File: config.mk
export PLATFORM = sky130hd
export DESIGN_NAME = lht_ram
export DESIGN_NICKNAME = d
export VERILOG_FILES = /design/src/lht_ram.sv
export SDC_FILE = /design/constraint.sdc
export NUM_CORES = 1
export LEC_CHECK = 0
export BUFFER_PORTS_ARGS = -buffer_cell sky130_fd_sc_hd__buf_2
export CAP_MARGIN = 40
export CORE_AREA = 2 2 204 206
export DETAILED_ROUTE_END_ITERATION = 12
export DIE_AREA = 0 0 206 208
export HOLD_SLACK_MARGIN = 0.05
export PLACE_DENSITY = 0.68
export SYNTH_ARGS = -nofsm -noshare
export SYNTH_HDL_FRONTEND = slang
export SYNTH_SLANG_ARGS = --single-unit
File: constraint.sdc
create_clock -name clk -period 1.7 [get_ports clk]
set_input_delay 0.17 -clock clk [delete_from_list [all_inputs] [get_ports clk]]
set_output_delay 0.17 -clock clk [all_outputs]
set_load 0.02 [all_outputs]
File: src/lht_ram.sv
`timescale 1ns / 1ps
`default_nettype none

module lht_ram #(
	parameter int WIDTH = 8,
	parameter int DEPTH = 64
) (
	input  wire logic                     clk,
	input  wire logic                     we,
	input  wire logic [$clog2(DEPTH)-1:0] waddr,
	input  wire logic [WIDTH-1:0]         wdata,
	input  wire logic [$clog2(DEPTH)-1:0] raddr,
	output logic      [WIDTH-1:0]         rdata
);

	logic [WIDTH-1:0] mem [DEPTH];

	always_ff @(posedge clk) begin
		if (we)
			mem[waddr] <= wdata;
		rdata <= mem[raddr];
	end

endmodule

`default_nettype wire

==> results.txt, run 1 <==
worst slew pin tran -> 738 ps
Total Routed Length -> 44.7 mm
multi-input logic area -> 4480 um2
clk slew on worst S/H paths -> 60 ps
CP Buf/Inv Count -> 0
CP endpoint kind -> flop
Stages on worst setup path -> 5
Max Cap Viol -> 0
Worst path slowest cell -> mux4_2
antenna violations before repair -> 1
final core utilization -> 0.591
die area -> 42800 um2
Final Net Count -> 1153
vias per cell -> 5.88
max incr delay on CP -> 490 ps
register area -> 15500 um2
Seq/Total Area, Yosys -> 0.770
detailed-route DRC error count -> 0
WL/cell -> 26.2 um
worst hold path cell count -> 4
Final ANT Viol Nets -> 0
CTS Root Cell -> clkbuf_16
drt first pass iters -> 5
GRT Resource Usage Total -> 0.216
Post-DP HPWL -> 28.8 mm
Hold Crit Class -> primary input to flop
Die H -> 208 um
net switching fraction of the power -> 0.203
post-synth top area share -> 0.762
# rows -> 74
Unique masters post-synth -> 40
clock latency on the worst-skew pair -> 580 ps
total CTS buffers -> 51
sw power -> 0.00548 W
synth warn -> 0
Worst Setup SP -> mem[16][4]
Comb pwr share -> 0.058
final setup fails -> 6
status -> finished with violations
cell taking the most area after synthesis -> edfxtp_1
Hold Startpoint -> raddr[3]
Core Area -> 40600 um2
fill cell count -> 2910
Gate Count Post-Synth -> 940
R2R depth -> 5
worst-path fanout max -> 1
via count -> 10018
fmax -> 0.555 GHz
largest cells by area after synthesis -> edfxtp_1, mux4_2, nor2_1
Setup Fix Bufs, Post-CTS -> 0
RR Startpoint -> mem[16][4]
Yosys reg bits -> 520
Final Max Tran Viols -> 0
final RePlAce weighted congestion -> 0.826
leakage -> 7.84 nW
Pwr Density -> 1130 nW/um2
Worst Path Required -> 2160 ps
Place WS -> -558 ps
CTS tree -> built
Crit Path Class -> flop to flop
total gr overflow -> 0
depth of the CTS H-tree -> 2
Final Cell Area -> 23900 um2
minimum clock period -> 1800 ps
Rel. slew slack -> 0.508
global-route wire length before repair -> 66.7 mm
vias in the first global route -> 10175
CP delay by family, top -> multiplexers
CP Launch Type -> flop
Layout Area Growth over Synthesis -> 18.8%
TritonCTS Sinks -> 520
Boundary Pins -> 30
starting utilization of the core area -> 0.497
CTS Buffer Depth -> 3
largest net degree at the start of global routing -> 65
Setup WS post-layout -> -101 ps
Synth Net Count -> 962
worst path cell trace -> mux4_2, mux2_4, o221a_4, nor3_4, o32ai_1
maximum VDD drop -> 901 uV
Synth Area per Inst -> 21.5 um2
Final Skew -> 15.6 ps
Horiz. Die Dim -> 206 um
I/O Buffers -> 29
crit share post-route -> 1.06
Worst EP arrival -> 2260 ps
Hold Fails Final Rpt -> 0
Clk pwr share -> 0.416
Cell Int Power -> 0.0216 W
placed cell area -> 22100 um2
RSZ-0062 raised after global routing -> yes
violated checks -> setup timing
1st-iter DRT viols -> 1163
layout cells sized above 1 -> 0.360
Seq pwr share -> 0.527
Post-Syn Area -> 20200 um2
## path summary, 6_finish.rpt
path                    to  slack [ps]
setup / recovery  rdata[4]        -100
hold / removal    rdata[7]         110
setup reg to reg  rdata[4]        -100
hold reg to reg   rdata[7]         890
## cells in the mapped netlist (all sizes together)
master and count:
o2111ai 3, a221oi 6, and2 1, a22oi 3, o22ai 8, o21ai 4
buf 34, nand3 13, nand2 19, o2bb2ai 3, mux2i 23, nor2 83
o221a 2, nand4b 1, o21a 2, a21oi 3, mux2 13, o221ai 8
a31oi 1, edfxtp 512, mux4 126, nor3 7, a211oi 4, a2111oi 2
o41ai 2, or3 1, nor2b 14, dfxtp 8, o311ai 1, nand3b 3
o32ai 2, nand4 2, nor4 2, clkbuf 17, nand2b 7
## power by group through the flow
stage               registers, W  clock network, W  logic (W)
finish                    0.0142            0.0112    0.00156
global route              0.0142            0.0119    0.00167
CTS                       0.0142            0.0114    0.00156
detailed placement        0.0145                 0    0.00150
global placement          0.0145                 0    0.00146
floorplan                 0.0145                 0   0.000769
## sequential cells by signal (all words and copies together), names as in the netlist
register	count
mem	512
rdata	8
## layer usage
| metal | track usage | wire [um] |
|---|---|---|
| met5 | 0 | 8 |
| met4 | 0.0724 | 1310 |
| met3 | 0.0443 | 3620 |
| met2 | 0.333 | 21400 |
| met1 | 0.313 | 18400 |
## worst reg2reg max path, stage by stage (launching register included)
cell      delay [ps]
edfxtp_1         380
mux4_2           490
mux2_4           310
o221a_4          290
nor3_4           140
o32ai_1           90
## kinds of logic (layout without fill, tap and decap cells)
| family | after synthesis | in the layout | share of synthesized area |
|---|---|---|---|
| buf+inv | 51 | 281 | 0.0157 |
| simple gates | 153 | 153 | 0.0339 |
| mux | 162 | 162 | 0.159 |
| other cells | 0 | 1 | 0 |
| compound gates | 54 | 54 | 0.0207 |
| flops | 520 | 520 | 0.770 |
## layout make-up
cell class | count | share of cell area
clock inverters | 29 | 0.0121
clock buffers | 63 | 0.0582
diodes | 1 | 0.000104
well taps | 532 | 0.0278
repair buffers | 189 | 0.0662
multi-input cells | 369 | 0.187
flip-flops and latches | 520 | 0.649
## cells in the final DEF, fill, tap and decap left out, types with 3 or more instances in the layout
cell type  count
buf_12        16
nor2_1        80
a22oi_1        3
edfxtp_1     512
mux4_2       126
nand3b_1       3
dfxtp_1        8
mux2i_1       23
nand3_1       13
a221oi_1       3
o2111ai_1      3
buf_4        143
nor2b_1       14
mux2_2         8
clkbuf_16     53
nor3_1         4
o22ai_1        6
a21oi_1        3
clkinv_1      10
clkbuf_8       4
buf_2         26
o221ai_1       8
mux2_4         5
bufinv_16      6
clkbuf_1       7
a211oi_1       4
clkinv_2      11
nand2_1       19
nand2b_1       7
## through the flow
stage	power [W]	hold slack (ps)	cells	TNS, ps
finish	0.0270	115	1703	-389
global route	0.0278	145	1702	-822
CTS	0.0272	95.1	1702	-492
detailed placement	0.0160	577	1608	-4110
global placement	0.0160	570	1605	-3880
floorplan	0.0153	269	940	-45.1
## repair_timing
action                                  4_1_cts  5_1_grt
hold buffers                                  2        0
endpoints found under the setup margin        8        8
gates cloned                                  0        0
pin swaps                                     9        1
resized for setup                            26        7
endpoints found under the hold margin        20        0
Power figures use the tool's default switching activity.
==> inputs of run 2 (changes only) <==
--- a/config.mk
+++ b/config.mk
@@ -8,6 +8,7 @@
 export BUFFER_PORTS_ARGS = -buffer_cell sky130_fd_sc_hd__buf_2
 export CAP_MARGIN = 40
 export CORE_AREA = 2 2 204 206
+export CTS_BUF_LIST = sky130_fd_sc_hd__clkbuf_16
 export DETAILED_ROUTE_END_ITERATION = 12
 export DIE_AREA = 0 0 206 208
 export HOLD_SLACK_MARGIN = 0.05
==> run 2 against run 1 <==
Net effect:
- the run still ends with setup timing left
- first-iteration DRC count grew 1.8%
- setup slack gained 1.7 ps
- sequential power is essentially flat
- design area shrank 0.13%
- via count grew 0.37%
- clock-buffer cell count shrank 10
- largest cell class unchanged
- largest power group unchanged
==> results.txt, run 2 (synthesis gave the netlist of run 1 again) <==
CP Launch Type -> flop
Setup WS post-layout -> -99.8 ps (+1.68 ps)
depth of the CTS H-tree -> 2 (unchanged)
# rows -> 74 (unchanged)
final setup fails -> 6 (unchanged)
Largest register FFs -> 512 (unchanged)
largest net degree at the start of global routing -> 65 (unchanged)
maximum VDD drop -> 896 uV (-0.54%)
die area -> 42800 um2 (unchanged)
post-route setup TNS -> -376 ps (+12.2 ps)
Final Max Tran Viols -> 0 (unchanged)
final RePlAce weighted congestion -> 0.826 (unchanged)
Boundary Pins -> 30 (unchanged)
total power -> 0.0269 W (-0.69%)
1st-iter DRT viols -> 1184 (+1.8%)
violated checks -> setup timing
register bank with the most flops -> mem
global-route wire length before repair -> 66.4 mm (-0.32%)
antenna violations before repair -> 1 (unchanged)
drt first pass iters -> 5 (unchanged)
TritonCTS Sinks -> 520 (unchanged)
CTS Root Cell -> clkbuf_16
most frequent cells in the layout -> edfxtp_1, buf_4, mux4_2, nor2_1, clkbuf_16
Horiz. Die Dim -> 206 um (unchanged)
WL/cell -> 26.2 um (about the same)
Core Area -> 40600 um2 (unchanged)
vias in the first global route -> 10155 (-0.20%)
Total Routed Length -> 44.7 mm (about the same)
minimum clock period -> 1800 ps (-1.68 ps)
worst slew pin tran -> 745 ps (+7.22 ps)
Post-DP HPWL -> 28.8 mm (unchanged)
Hold Crit Class -> primary input to flop
via count -> 10055 (+0.37%)
crit share post-route -> 1.06 (about the same)
CTS Buffer Depth -> 3 (unchanged)
Final ANT Viol Nets -> 0 (unchanged)
clock latency on the worst-skew pair -> 580 ps (about the same)
status -> finished with violations
Setup Fix Bufs, Post-CTS -> 0 (unchanged)
Layout Area Growth over Synthesis -> 18.6%
layout cells sized above 1 -> 0.357 (-0.00256)
CP endpoint kind -> flop
total gr overflow -> 0 (unchanged)
Die H -> 208 um (unchanged)
Final Skew -> 17.7 ps (+2.07 ps)
Worst Path Required -> 2160 ps (about the same)
total CTS buffers -> 51 (unchanged)
leakage -> 7.86 nW (+0.15%)
Pwr Density -> 1120 nW/um2 (-0.56%)
Worst EP arrival -> 2260 ps (about the same)
Rel. slew slack -> 0.503 (-0.00481)
detailed-route DRC error count -> 0 (unchanged)
Final Net Count -> 1153 (unchanged)
I/O Buffers -> 29 (unchanged)
worst-path fanout max -> 1 (unchanged)
fmax -> 0.556 GHz (about the same)
most common cell after layout, fill and taps aside -> edfxtp_1
Place WS -> -558 ps (unchanged)
GRT Resource Usage Total -> 0.216 (-0.000442)
Crit Path Class -> flop to flop
Largest regs -> mem: 512 flops, rdata: 8 flops
RSZ-0062 raised after global routing -> yes
Hold Fails Final Rpt -> 0 (unchanged)
clk slew on worst S/H paths -> 60 ps (about the same)
CTS tree -> built
starting utilization of the core area -> 0.497 (unchanged)
vias per cell -> 5.90 (+0.37%)
Max Cap Viol -> 0 (unchanged)
## run 2: cell count changes in the layout (fill, tap and decap cells not counted)
| cell | previous run | this run |
|---|---|---|
| clkbuf_1 | 7 | 0 |
| inv_1 | 0 | 7 |
| clkbuf_8 | 4 | 1 |
| clkinv_1 | 10 | 13 |
## run 2: worst paths after layout
| check | startpoint | end | slack (ps) | cells after the start |
|---|---|---|---|---|
| worst max-delay path | mem[16][4] | rdata[4] | -100 | 5 |
| worst max register to register | mem[16][4] | rdata[4] | -100 | 5 |
| worst min-delay path | raddr[3] | rdata[7] | 110 | 4 |
| worst min register to register | mem[2][7] | rdata[7] | 880 | 4 |
## run 2: power by group
part / internal, W / switching, W
clock network: 0.00652 / 0.00454
registers: 0.0142 / 0.0000518
logic: 0.000677 / 0.000886
## run 2: cell type report
type,count,area (um2)
fillers,2917,16600
diodes,1,2.50
clock inverters,39,327
clock buffers,53,1330
repair buffers,189,1590
well taps,532,666
flip-flops and latches,520,15500
multi-input cells,369,4480
## run 2: repair_timing
item / in CTS / in global routing
pin swaps: 9 / 1
setup endpoints to repair: 8 / 8
endpoints found under the hold margin: 20 / 0
hold buffers: 2 / 0
resized for setup: 27 / 6
## run 2: critical path, cell delays in order (launching register included)
cell and delay, ps:
edfxtp_1 380, mux4_2 480, mux2_4 300, o221a_4 280, nor3_4 140, o32ai_1 90
## run 2: routing by layer
metal	vias to the layer above	wire [um]	GRT usage
met3	76	3290	0.0437
met5	-	9	0
met1	5282	18700	0.312
li1	4312	-	-
met2	383	21400	0.332
met4	2	1320	0.0746
## run 2: metrics by stage
stage / instance area (um2) / hold WS, ps / cells / utilization
after global routing: 23900 / 146 / 1702 / 0.590
after CTS: 23900 / 96.8 / 1702 / 0.589
after global placement: 22000 / 570 / 1605 / 0.543
final: 23900 / 112 / 1703 / 0.590
after detailed placement: 22100 / 577 / 1608 / 0.544
after floorplan: 20200 / 269 / 940 / -
